==> src/rtl/csa_pkg.sv <==
// Shared types, constants and helpers of the cursor sprite overlay.
// Used by every module of the block; depends on nothing.
package csa_pkg;

   // Item kind carried on tuser of the request channel
   typedef enum logic {
      OP_LOAD  = 1'b0,
      OP_BLEND = 1'b1
   } opcode_type;

   // Configuration register indexes
   typedef enum logic [2:0] {
      REG_CURSOR_X      = 3'd0,
      REG_CURSOR_Y      = 3'd1,
      REG_HOT_X         = 3'd2,
      REG_HOT_Y         = 3'd3,
      REG_SPRITE_WIDTH  = 3'd4,
      REG_SPRITE_HEIGHT = 3'd5
   } csr_index_type;

   localparam int DEF_MAX_SPRITE_SIDE = 64;
   localparam int RESET_SPRITE_SIDE   = 16;

   localparam int POS_W       = 13;
   localparam int HOT_W       = 6;
   localparam int SIZE_W      = 7;
   localparam int ADDR_W      = 12;
   localparam int PIXEL_W     = 32;
   localparam int CSR_INDEX_W = 3;
   localparam int CSR_DATA_W  = 13;
   localparam int REQ_DATA_W  = 104;
   localparam int ALPHA_LSB   = 24;

   localparam logic [7:0] ALPHA_MAX = 8'hFF;

   // Cursor placement registers as seen by the coordinate stage
   typedef struct packed {
      logic [POS_W-1:0] cursor_x;
      logic [POS_W-1:0] cursor_y;
      logic [HOT_W-1:0] hot_x;
      logic [HOT_W-1:0] hot_y;
   } geom_type;

   // Word leaving the coordinate stage toward the sprite store
   typedef struct packed {
      opcode_type          op;
      logic                hit;
      logic [ADDR_W-1:0]   addr;
      logic [PIXEL_W-1:0]  sprite;
      logic [SIZE_W-1:0]   sx;
      logic [SIZE_W-1:0]   sy;
      logic [PIXEL_W-1:0]  bg;
   } a_word_type;

   // Word leaving the sprite store toward the blend stages
   typedef struct packed {
      logic                hit;
      logic [PIXEL_W-1:0]  sprite;
      logic [PIXEL_W-1:0]  bg;
   } c_word_type;

   // Exact floor(x / 255) for x up to 255 * 255
   function automatic logic [7:0] div255(input logic [15:0] x);
      logic [16:0] t;
      t = {1'b0, x} + {9'b0, x[15:8]} + 17'd1;
      return t[15:8];
   endfunction

endpackage

==> src/rtl/csa_coord.sv <==
// Input stage of the cursor sprite overlay: unpacks request words and maps
// frame coordinates into sprite coordinates. Depends on csa_pkg.
module csa_coord import csa_pkg::*; #(
   parameter int SIDE_W = 7
) (
   input  logic                  clock,
   input  logic                  reset,
   input  logic                  req_tvalid,
   output logic                  req_tready,
   input  logic [REQ_DATA_W-1:0] req_tdata,
   input  logic                  req_tuser,
   input  geom_type              geom,
   input  logic [SIDE_W-1:0]     width_clamp,
   input  logic [SIDE_W-1:0]     height_clamp,
   input  logic                  c_ready,
   output logic                  a_valid,
   output a_word_type            a_word
);

   logic             a_valid_ff;
   a_word_type       a_word_ff;
   a_word_type       a_word_in;
   logic [POS_W-1:0] pix_x;
   logic [POS_W-1:0] pix_y;
   logic [14:0]      sx_raw;
   logic [14:0]      sy_raw;
   logic             in_x;
   logic             in_y;

   // Take a new word whenever this stage is empty or drains this cycle
   assign req_tready = !a_valid_ff || c_ready;

   assign pix_x = req_tdata[56:44];
   assign pix_y = req_tdata[69:57];

   // Sprite coordinates, signed 15 bit
   assign sx_raw = {2'b0, pix_x} - {2'b0, geom.cursor_x} + {9'b0, geom.hot_x};
   assign sy_raw = {2'b0, pix_y} - {2'b0, geom.cursor_y} + {9'b0, geom.hot_y};
   assign in_x = !sx_raw[14] && (32'(sx_raw[13:0]) < 32'(width_clamp));
   assign in_y = !sy_raw[14] && (32'(sy_raw[13:0]) < 32'(height_clamp));

   always_comb begin
      a_word_in.op     = opcode_type'(req_tuser);
      a_word_in.hit    = in_x && in_y;
      a_word_in.addr   = req_tdata[11:0];
      a_word_in.sprite = req_tdata[43:12];
      a_word_in.sx     = sx_raw[SIZE_W-1:0];
      a_word_in.sy     = sy_raw[SIZE_W-1:0];
      a_word_in.bg     = req_tdata[101:70];
   end

   // Hold or advance the stage
   always_ff @(posedge clock) begin
      if (reset) begin
         a_valid_ff <= 1'b0;
      end else if (req_tready) begin
         a_valid_ff <= req_tvalid;
      end
   end

   always_ff @(posedge clock) begin
      if (req_tready && req_tvalid) begin
         a_word_ff <= a_word_in;
      end
   end

   assign a_valid = a_valid_ff;
   assign a_word  = a_word_ff;

endmodule

==> config.mk <==
export PLATFORM = sky130hd
export DESIGN_NAME = csa_coord
export DESIGN_NICKNAME = d
export VERILOG_FILES = /design/src/rtl/csa_pkg.sv /design/src/rtl/csa_coord.sv
export SDC_FILE = /design/constraint.sdc
export NUM_CORES = 1
export LEC_CHECK = 0
export ABC_AREA = 1
export BUFFER_PORTS_ARGS = -buffer_cell sky130_fd_sc_hd__buf_2
export CAP_MARGIN = 15
export CELL_PAD_IN_SITES_DETAIL_PLACEMENT = 2
export CELL_PAD_IN_SITES_GLOBAL_PLACEMENT = 2
export CORE_MARGIN = 4
export CORE_UTILIZATION = 25
export DETAILED_ROUTE_END_ITERATION = 8
export PLACE_DENSITY_LB_ADDON = 0.05
export SYNTH_ARGS = -nofsm -noshare
export SYNTH_HDL_FRONTEND = slang
export SYNTH_SLANG_ARGS = --single-unit
==> constraint.sdc <==
create_clock -name clock -period 16.21 [get_ports clock]
set_input_delay 1.621 -clock clock [delete_from_list [all_inputs] [get_ports clock]]
set_output_delay 1.621 -clock clock [all_outputs]
set_load 0.02 [all_outputs]
# == Word level (Yosys, flattened, before mapping) ==
# Cells that the tools add are included.
# word_totals
reg_bits,93
input_bits,161
elab_cells,22
# classes
n_addsub,4
magnitude_cmp,2
n_reduce_logical,8
# op_table
op,n
14-bit by 7-bit adder with 15-bit output,2
14-bit by 7-bit less-than comparator with 1-bit output,2
13-bit by 13-bit subtractor with 14-bit output,2
1-bit logical AND,4
1-bit zero test,3
1-bit logical OR,1

# == Logic depth before layout (Yosys ltp) ==
# logic_depth
word_depth,5
ltp_mapped,26

# == Least setup slack after synthesis ==
# Ideal clock, no wire load.
# synth_timing
path_kind,in2reg
startpoint,in req_tvalid
endpoint,reg a_word_ff (netlist bit a_word[0]) (enable)
setup_time_ps,573
t_arrival_ps,6107
t_required_ps,15637
setup_slack_ps,9530
stages,2
path_buffers,0
path_cell_list,inv_1 > a21oi_1
# synth_between
elab_chain_cells,1
# synth_lines
item,line_no,rtl
start: declaration,csa_coord.sv:8,"input logic req_tvalid,"
1-bit logical AND,csa_coord.sv:62,if (req_tready && req_tvalid) begin
end signal: assignment,csa_coord.sv:63,a_word_ff <= a_word_in;
end: declaration,csa_coord.sv:21,a_word_type a_word_ff;
# Every way passes these cells.
# A chain may end at the register's enable or synchronous reset.

==> flow_metrics.tcl <==
set metrics [dict create \
    status "finished, final reports clean" \
    gp_congestion 0.8026 \
    avgViaCountPerCell 4.353 \
    ys_seq_elements 93 \
    synth_flop_cell "edfxtp_1" \
    postCtsResizedCells 0 \
    path_clk_slew_ns 0.06 \
    async_flop_share_pct 0 \
    synth_top_area_cell "edfxtp_1" \
    h-tree-depth 3 \
    vias 5507 \
    finalWorstSetupSlack_ns 11.23 \
    setup_viol 0 \
    grt_antenna_before_repair 1 \
    yosysWarnings 0 \
    seq_area_frac_synth_pct 46.78 \
    synth_top_area_share_pct 46.45 \
    end_kind "flip-flop" \
    max_freq_mhz 201.0 \
    die_area_mm2 0.02633 \
    ios 255 \
    tritoncts "done" \
    synth-edff-count 92 \
    rows 56 \
    skew_ns 0.006256 \
    dp.cells 1248 \
    tightest_slew_ns 1.051 \
    clk_path_buf_depth 2 \
    drcViolationCount 0 \
    grt_max_degree 84 \
    wl_met3_um 1207 \
    min_path_type "reg2reg" \
    design_power_total_mw 0.8134 \
    required_ns 16.36 \
    post_cts_buffers 0 \
    slowest_delay_ns 0.42 \
    synth_fp_nets 893 \
    grt.total_usage_pct 15.59 \
    fin_tns_setup_ns 0 \
    synth.area.top_cells "edfxtp_1 46%, nand2_1 12%, ha_1 11%, inv_1 8.0%, nand3_1 4.0%" \
    die_w_um 162.3 \
    cp_slowest_cell "fa_1" \
    cpMostUsedCell "nand2_1" \
    final-hold-violation-count 0 \
    ant_nets 0 \
    routed.top_layer "met4" \
    startpoint_type "input port" \
    dpl-instance-area_mm2 0.007627 \
    overflow 0 \
    drv_slew 0 \
    place_hpwl_um 18130 \
    wl_met2_um 11020 \
    cts_num_sinks 93 \
    leakage_nw 4.100 \
    insertion_delay_ns 0.33 \
    cts_buffers 9 \
    final_cells 1265 \
    drt_iter0_markers 235 \
    rsz0062_at_grt "no" \
    critPathMaxFanout 5 \
    grt_pass1_vias 5974 \
    dr.pass1.iters 4 \
    hold_buffers 0 \
    start_util_pct 25.34 \
    io_buffers 252 \
    ys_types 33 \
    crit_family "simple AND/OR/NAND/NOR gates" \
    peakVddDrop_uv 55.10 \
    dpl_worst_slack_ns 10.79 \
    drt-met1-wl_um 8804 \
    p_per_area_mw_per_mm2 101.9 \
    arrival_ns 5.13 \
    grt_pass1_wl_um 32540 \
    critPathKind "in2reg" \
    synthCells 676 \
    coreArea_mm2 0.02347 \
    slew_headroom_pct 29.96 \
    max_cap_viol_count 0 \
    finalCritPeriodShare_pct 30.69 \
    wl_um 21250 \
    synth.avg_cell_area_um2 8.799 \
    design_area_mm2 0.007985 \
    cp.buffers_inverters 3 \
    synth_most_common_cell "nand2_1" \
    area_growth_pct 34.24 \
    drive_above_1_share_pct 34.85 \
    die_y_um 162.3 \
    ctsRootBufferMaster "clkbuf_16" \
    synth_top_cells_by_count "184 x nand2_1, 126 x inv_1, 92 x edfxtp_1, 52 x ha_1, 47 x nand3_1" \
    syn_area_mm2 0.005948 \
    fin_nets 1157 \
    finalCriticalPeriod_ns 4.975 \
    routedWlPerCell_um 16.80 \
]
[cell type report]
class                      instances  area (um2)
antenna                            2       5.005
clock buffer                      10       229.0
clock inverter                     5       123.9
fill                            2747       15490
inverter                         138       518.0
multi-input combinational        445        2659
sequential                        93        2783
tap                              319       399.1
timing repair buffer             253        1269
[per-layer routing]
metal	GRT usage (%)	vias to the layer above
li1	-	2715
met4	3.652	0
met3	2.766	13
met5	0	-
met1	18.06	2621
met2	29.65	158
[worst min-delay path: stages (launching register included)]
cell and delay, ns:
dfxtp_1 0.35, nand2_1 0.11, a21oi_1 0.07
[final timing paths]
check | startpoint | endpoint | slack [ns] | cells after the start
max | req_tdata[44] | a_word[90]$_DFFE_PP_ | 11.23 | 25
min | a_valid$_SDFFE_PP0N_ | a_valid$_SDFFE_PP0N_ | 0.56 | 2
min reg2reg | a_valid$_SDFFE_PP0N_ | a_valid$_SDFFE_PP0N_ | 0.56 | 2
max reg2reg | a_valid$_SDFFE_PP0N_ | a_word[26]$_DFFE_PP_ | 14.20 | 2
[cell usage in the layout, fill, tap and decap left out, types with 3 or more instances in the layout]
| master | instances |
|---|---|
| nand3_2 | 9 |
| ha_1 | 52 |
| xor2_1 | 10 |
| nand2_2 | 26 |
| nand3_1 | 47 |
| a21oi_1 | 23 |
| inv_2 | 12 |
| clkbuf_16 | 9 |
| nor2_1 | 31 |
| nor2_2 | 8 |
| fa_1 | 4 |
| inv_1 | 126 |
| nor2_4 | 3 |
| nand4_1 | 12 |
| bufinv_16 | 4 |
| a21boi_0 | 3 |
| buf_2 | 252 |
| o21ai_0 | 6 |
| xnor2_1 | 8 |
| edfxtp_1 | 92 |
| nand2_1 | 184 |
[where the power goes]
part / total, mW / internal, mW / switching [mW]
Clock: 0.251 / 0.165 / 0.0857
Sequential: 0.297 / 0.292 / 0.00518
Combinational: 0.266 / 0.0952 / 0.171
[cell families (layout without fill, tap and decap cells)]
family	Yosys count	in the layout	share of synthesized area, %
and+or+nand+nor	329	329	25.56
buffers and inverters	138	406	8.708
DFF	93	93	46.78
adders and majority gates	56	56	12.28
AOI/OAI and AO/OA	42	42	4.018
xor gates and xnor gates	18	18	2.650
other	0	2	0
[sequential cells by signal (all words and copies together) (netlist names)]
signal	count
a_valid	1
a_word	92
[through the flow]
| stage | hold WS, ns | utilization, % |
|---|---|---|
| 2_1_floorplan | 0.7055 | - |
| 3_3_place_gp | 0.5231 | 32.49 |
| 3_5_place_dp | 0.5624 | 32.49 |
| 4_1_cts | 0.5679 | 34.00 |
| 5_1_grt | 0.6044 | 34.01 |
| 6_report | 0.5632 | 34.02 |
No activity file was read; power rests on OpenSTA's default activity.
