`config.mk`:
```
export PLATFORM = sky130hd
export DESIGN_NAME = csa_blend
export DESIGN_NICKNAME = d
export VERILOG_FILES = /design/src/rtl/csa_pkg.sv /design/src/rtl/csa_blend.sv
export SDC_FILE = /design/constraint.sdc
export NUM_CORES = 1
export LEC_CHECK = 0
export BUFFER_PORTS_ARGS = -buffer_cell sky130_fd_sc_hd__buf_2
export CORE_UTILIZATION = 55
export CTS_BUF_LIST = sky130_fd_sc_hd__clkbuf_2 sky130_fd_sc_hd__clkbuf_4 sky130_fd_sc_hd__clkbuf_8
export DETAILED_ROUTE_END_ITERATION = 6
export PLACE_DENSITY = 0.76
export SYNTH_ARGS = -nofsm -noshare
export SYNTH_HDL_FRONTEND = slang
export SYNTH_SLANG_ARGS = --single-unit
```
`constraint.sdc`:
```
create_clock -name clock -period 6.2 [get_ports clock]
set_clock_uncertainty 0.05 [all_clocks]
set_input_delay 0.93 -clock clock [delete_from_list [all_inputs] [get_ports clock]]
set_output_delay 0.93 -clock clock [all_outputs]
set_load 0.01 [all_outputs]
```
`src/rtl/csa_pkg.sv`:
```
// Shared types, constants and helpers of the cursor sprite overlay.
// Used by every module of the block; depends on nothing.
package csa_pkg;

   // Item kind carried on tuser of the request channel
   typedef enum logic {
      OP_LOAD  = 1'b0,
      OP_BLEND = 1'b1
   } opcode_type;

   // Configuration register indexes
   typedef enum logic [2:0] {
      REG_CURSOR_X      = 3'd0,
      REG_CURSOR_Y      = 3'd1,
      REG_HOT_X         = 3'd2,
      REG_HOT_Y         = 3'd3,
      REG_SPRITE_WIDTH  = 3'd4,
      REG_SPRITE_HEIGHT = 3'd5
   } csr_index_type;

   localparam int DEF_MAX_SPRITE_SIDE = 64;
   localparam int RESET_SPRITE_SIDE   = 16;

   localparam int POS_W       = 13;
   localparam int HOT_W       = 6;
   localparam int SIZE_W      = 7;
   localparam int ADDR_W      = 12;
   localparam int PIXEL_W     = 32;
   localparam int CSR_INDEX_W = 3;
   localparam int CSR_DATA_W  = 13;
   localparam int REQ_DATA_W  = 104;
   localparam int ALPHA_LSB   = 24;

   localparam logic [7:0] ALPHA_MAX = 8'hFF;

   // Cursor placement registers as seen by the coordinate stage
   typedef struct packed {
      logic [POS_W-1:0] cursor_x;
      logic [POS_W-1:0] cursor_y;
      logic [HOT_W-1:0] hot_x;
      logic [HOT_W-1:0] hot_y;
   } geom_type;

   // Word leaving the coordinate stage toward the sprite store
   typedef struct packed {
      opcode_type          op;
      logic                hit;
      logic [ADDR_W-1:0]   addr;
      logic [PIXEL_W-1:0]  sprite;
      logic [SIZE_W-1:0]   sx;
      logic [SIZE_W-1:0]   sy;
      logic [PIXEL_W-1:0]  bg;
   } a_word_type;

   // Word leaving the sprite store toward the blend stages
   typedef struct packed {
      logic                hit;
      logic [PIXEL_W-1:0]  sprite;
      logic [PIXEL_W-1:0]  bg;
   } c_word_type;

   // Exact floor(x / 255) for x up to 255 * 255
   function automatic logic [7:0] div255(input logic [15:0] x);
      logic [16:0] t;
      t = {1'b0, x} + {9'b0, x[15:8]} + 17'd1;
      return t[15:8];
   endfunction

endpackage

```
`src/rtl/csa_blend.sv`:
```
// Blend stages of the cursor overlay: per-channel products, then divide by
// 255 into the output register. Depends on csa_pkg.
module csa_blend import csa_pkg::*; (
   input  logic               clock,
   input  logic               reset,
   input  logic               c_valid,
   input  c_word_type         c_word,
   output logic               d_ready,
   output logic               rsp_tvalid,
   input  logic               rsp_tready,
   output logic [PIXEL_W-1:0] rsp_tdata,
   output logic               rsp_tuser
);

   logic               d_valid_ff;
   logic               cov_ff;
   logic               cov_in;
   logic [7:0]         alpha_ff;
   logic [15:0]        sum_ff [3];
   logic [15:0]        sum_in [3];
   logic [15:0]        alpha_prod_ff;
   logic [15:0]        alpha_prod_in;
   logic [PIXEL_W-1:0] bg_ff;
   logic               rsp_tvalid_ff;
   logic [PIXEL_W-1:0] rsp_tdata_ff;
   logic [PIXEL_W-1:0] rsp_tdata_in;
   logic               rsp_tuser_ff;
   logic               e_ready;
   logic [7:0]         alpha;
   logic [7:0]         inv;
   logic [7:0]         chan [3];
   logic [7:0]         out_alpha;

   assign e_ready = !rsp_tvalid_ff || rsp_tready;
   assign d_ready = !d_valid_ff || e_ready;

   assign alpha = c_word.sprite[31:24];
   assign inv   = ALPHA_MAX - alpha;
   assign cov_in = c_word.hit && (alpha != 8'd0);

   // Weighted sums per color lane: B, G, R
   always_comb begin
      for (int i = 0; i < 3; i++) begin
         sum_in[i] = 16'(c_word.sprite[8*i +: 8]) * 16'(alpha)
                   + 16'(c_word.bg[8*i +: 8]) * 16'(inv);
      end
      alpha_prod_in = 16'(c_word.bg[31:24]) * 16'(inv);
   end

   always_ff @(posedge clock) begin
      if (reset) begin
         d_valid_ff <= 1'b0;
      end else if (d_ready) begin
         d_valid_ff <= c_valid;
      end
   end

   always_ff @(posedge clock) begin
      if (d_ready && c_valid) begin
         cov_ff        <= cov_in;
         alpha_ff      <= alpha;
         sum_ff        <= sum_in;
         alpha_prod_ff <= alpha_prod_in;
         bg_ff         <= c_word.bg;
      end
   end

   // Divide, pack, and pick blended or background pixel
   always_comb begin
      for (int i = 0; i < 3; i++) begin
         chan[i] = div255(sum_ff[i]);
      end
      out_alpha = alpha_ff + div255(alpha_prod_ff);
      if (cov_ff) begin
         rsp_tdata_in = {out_alpha, chan[2], chan[1], chan[0]};
      end else begin
         rsp_tdata_in = bg_ff;
      end
   end

   always_ff @(posedge clock) begin
      if (reset) begin
         rsp_tvalid_ff <= 1'b0;
      end else if (e_ready) begin
         rsp_tvalid_ff <= d_valid_ff;
      end
   end

   always_ff @(posedge clock) begin
      if (e_ready && d_valid_ff) begin
         rsp_tdata_ff <= rsp_tdata_in;
         rsp_tuser_ff <= cov_ff;
      end
   end

   assign rsp_tvalid = rsp_tvalid_ff;
   assign rsp_tdata  = rsp_tdata_ff;
   assign rsp_tuser  = rsp_tuser_ff;

endmodule

```
After elaboration in Yosys (flattened, before gate mapping)

Cells that the tools add are included.

Multiply operators: 7
Reduce and logical (&&, ||, !) cells: 8
Add/subtract/negate cells: 13
Muxes and demuxes: 1

Operator list:

| kind                                          | count |
|---|---|
| multiplier 8 x 8 -> 16 bit                    | 7 |
| adder 16 x 1 -> 16 bit, second input constant | 4 |
| adder 16 x 8 -> 16 bit                        | 4 |
| adder 16 bit                                  | 3 |
| 2-to-1 mux 32 bit                             | 1 |
| adder 8 bit                                   | 1 |
| nonzero test 8 bit                            | 1 |
| subtractor 8 bit, first input constant        | 1 |
| logical AND 1 bit                             | 3 |
| logical NOT 1 bit                             | 2 |
| logical OR 1 bit                              | 2 |

Logic and storage cells: 40
Input port bits: 69
Output and inout port bits: 35
Bits in registers: 140

Longest topological paths before layout

Word-level depth: 4
Gate-level depth with buffers: 22
Mapped depth without buffers: 20

Worst setup path after synthesis

OpenSTA, ideal clock, no wires.

Kind: input-to-reg
From: input c_word[57] in the netlist's numbering
To: register sum_ff[47] in the netlist's numbering (data pin)
Stages: 20
Data required time: 5.890 ns
Library setup time: 0.260 ns
Arrival: 5.976 ns
Setup slack: -0.086 ns
Path buffers: 2
Path through: clkbuf_1 -> clkbuf_1 -> nand2_1 -> fa_1 -> fa_1 -> inv_1 -> fa_1 -> fa_1 -> fa_1 -> inv_1 -> fa_1 -> inv_1 -> ha_1 -> or2_1 -> o311ai_1 -> nor3_1 -> nand4bb_1 -> a31o_1 -> a21oi_1 -> xnor2_1

RTL lines:

| element              | RTL line        | RTL |
|---|---|---|
| start, declared      | csa_blend.sv:7  | `input c_word_type c_word,` |
| end signal, assigned | csa_blend.sv:62 | `sum_ff <= sum_in;` |
| end, declared        | csa_blend.sv:19 | `logic [15:0] sum_ff [3];` |

==> impl_metrics.json <==
{
  "fill_cells": 3021,
  "synth_edf_count": 138,
  "fin_tns_setup_ps": 0,
  "grt_pass1_vias": 16400,
  "wl_per_cell_um": 17.0,
  "fin_util": 0.626,
  "ys_types": 60,
  "power_frac_clock": 0.067,
  "ys_async_sr_fraction": 0,
  "globalRouteOverflowTotal": 0,
  "tightest_slew_ps": 1110,
  "synth_warnings": 0,
  "totalWireLength_mm": 47.8,
  "synth.cell_area_um2": 21100,
  "max_cap_viol_count": 0,
  "antenna_found_initial": 0,
  "clock_path_buffers": 2,
  "port_buffers": 103,
  "fmax_mhz": 168,
  "ant_nets": 0,
  "endpoint_kind": "flip-flop",
  "route.detailed.drc": 0,
  "crit_path_max_fanout": 15,
  "avgSynthCellArea_um2": 10.1,
  "cts-root-buf": "clkbuf_8",
  "n_antenna_cell": 0,
  "postSynthCellCount": 2089,
  "p_leak_nw": 11.5,
  "cts_tree": "yes",
  "cp_cell_sequence": "clkbuf_4 > buf_12 > nand2_1 > fa_1 > fa_1 > inv_1 > fa_1 > fa_1 > fa_1 > inv_1 > fa_1 > inv_1 > ha_1 > or2_1 > o311ai_1 > nor3_1 > nand4bb_1 > a31o_1 > a21oi_1 > xnor2_1",
  "cp_common_cell": "fa_1",
  "layout-drive-gt1-share": 0.127,
  "layout.nets": 2936,
  "finalHoldViolCount": 0,
  "gp_congestion": 0.888,
  "power_frac_seq": 0.160,
  "grt_util_all_layers": 0.263,
  "cp_data_arrival_time_ps": 6110,
  "path_buf_inv": 5,
  "synth_ff_type": "edfxtp_1",
  "ys_ff_latch": 140,
  "worstHoldStart": "bg_ff[16]$_DFFE_PP_",
  "path_class": "input pin to flip-flop",
  "via_per_inst": 5.26,
  "htree_levels": 4,
  "required_ps": 6380,
  "irDropWorstVdd_mv": 0.551,
  "die_area_um2": 39200,
  "final-setup-viol-count": 0,
  "dieHeight_um": 198,
  "power_frac_comb": 0.773,
  "outcome": "completed",
  "rsz0062_at_grt": "false",
  "io_pins": 104,
  "cp-start-kind": "input pin",
  "min_period_ps": 5940,
  "grt_pass1_wl_mm": 80.6,
  "cts-buffers-inserted": 17,
  "netSwitchingPower_mw": 5.47,
  "hp-class": "flip-flop to flip-flop",
  "p_int_mw": 6.75,
  "whs_ps": 488,
  "rows": 71,
  "floorplan.initialDensity": 0.560,
  "syn2layout_area_growth_pct": 11.8,
  "dp_cells": 2776,
  "final_max_slew_viol_count": 0,
  "p_per_area_nw_per_um2": 517,
  "slew_headroom": 0.257,
  "cts_sinks": 140,
  "fp.dieW_um": 198,
  "post-route-period-util": 0.957,
  "hpwlAfterDp_mm": 38.9,
  "ys_seq_area_frac": 0.198,
  "cts.reportedPaths.clkPinSlew_ps": 100,
  "crit_path_top_delay_cell": "fa_1",
  "vias": 14800,
  "crit_start": "c_word[58]",
  "r2r-start": "alpha_prod_ff[13]$_DFFE_PP_",
  "core_um2": 37800,
  "first_iter_violations": 789,
  "crit_family": "adder cells",
  "swShare": 0.448,
  "grt_start_max_net_pins": 59,
  "dr.pass1.iters": 6,
  "worst_skew_pair.late_latency_ps": 480,
  "cpPeakStageDelay_ps": 560,
  "fin_cells": 2809
}
metrics by stage:
step           area, um^2  setup WS (ps)  total power, mW
5_1_grt             23600           18.8             13.6
3_3_place_gp        23100           -230             10.9
3_5_place_dp        23100           -348             11.3
2_1_floorplan       21100          -53.5             8.56
4_1_cts             23600            181             12.2
6_report            23600            264             12.2
registers in the layout, indices dropped and copies added (netlist names):
signal,flops
sum_ff,48
bg_ff,32
rsp_tdata,32
alpha_prod_ff,16
alpha_ff,8
cov_ff,1
d_valid_ff,1
rsp_tuser,1
rsp_tvalid,1
timing repair:
item / in CTS / in global routing
endpoints found under the setup margin: 0 / 2
setup buffers: 0 / 0
gates resized for setup: 0 / 15
hold buffers: 0 / 0
layout by cell type (no fill, tap or decap), types with 6 or more instances in the layout:
master    instances
xnor2_1          62
fa_1            325
buf_4           120
nor2_1           56
a21oi_1          57
xor2_1           30
a211oi_1          7
nand2b_1         88
nand4_1           8
nor2b_1         176
clkbuf_8         17
and2_1          107
buf_12            8
o21ai_1           9
inv_1           447
ha_1            256
mux2_2           10
edfxtp_1        138
o21a_1           16
nor3_1           13
nand3_1          17
a21o_1           22
buf_2            97
nand2_1         114
inv_6             6
o21ai_0          10
worst paths after layout:
kind | cells past startpoint | slack [ps] | to
worst min-delay path | 1 | 490 | rsp_tdata[16]$_DFFE_PP_
worst max-delay path | 20 | 260 | sum_ff[47]$_DFFE_PP_
worst max register to register | 14 | 2420 | rsp_tdata[31]$_DFFE_PP_
worst min register to register | 1 | 490 | rsp_tdata[16]$_DFFE_PP_
layout make-up:
type                       count  area, um^2  area share
multi-input combinational   1449       15100       0.639
sequential                   140        4180       0.177
timing repair buffer         230        1610      0.0683
inverter                     447        1680      0.0710
clock inverter                15         193     0.00816
tap                          511         639      0.0271
clock buffer                  17         234     0.00990
synth_stat cells (all sizes together), types with 4 or more instances:
cell type  number  area, um^2
a211oi          7        52.6
a21o           22         165
a21oi          61         320
a31oi           4        31.3
and2          108         676
and3            4        25.0
clkbuf         52         195
edfxtp        138        4140
fa            325        6510
ha            257        3220
inv           447        1680
mux2           10         113
nand2         114         428
nand2b         88         551
nand3          17        85.1
nand4           8        50.1
nor2           56         210
nor2b         178        1120
nor3           15        80.1
o211ai          5        42.5
o21a           16         120
o21ai          19        95.1
o21bai          4        30.0
xnor2          62         543
xor2           30         263
power groups by stage:
stage | Sequential, mW | Clock, mW | Combinational [mW]
4_1_cts | 1.96 | 0.836 | 9.45
3_5_place_dp | 1.98 | 0 | 9.30
2_1_floorplan | 1.92 | 0 | 6.64
6_report | 1.96 | 0.821 | 9.44
3_3_place_gp | 1.97 | 0 | 8.93
5_1_grt | 1.98 | 0.866 | 10.7
routing by layer:
layer	up-vias	GRT usage	routed length [um]
li1	6882	-	-
met1	7466	0.335	20400
met2	353	0.465	24100
met3	68	0.0349	2240
met4	0	0.0764	1100
met5	-	0	0
logic make-up (layout without fill, tap and decap cells):
kind of cell / after synthesis / in the layout / synth area share
adder cells (fa/ha/maj): 582 / 582 / 0.460
buffers and inverters: 502 / 709 / 0.0892
AND/OR/NAND/NOR: 607 / 607 / 0.160
AO/OA/AOI/OAI: 155 / 155 / 0.0495
other: 1 / 3 / 0.000177
flip-flops: 140 / 140 / 0.198
XOR/XNOR: 92 / 92 / 0.0381
multiplexers: 10 / 10 / 0.00533
Power figures use the tool's default switching activity.
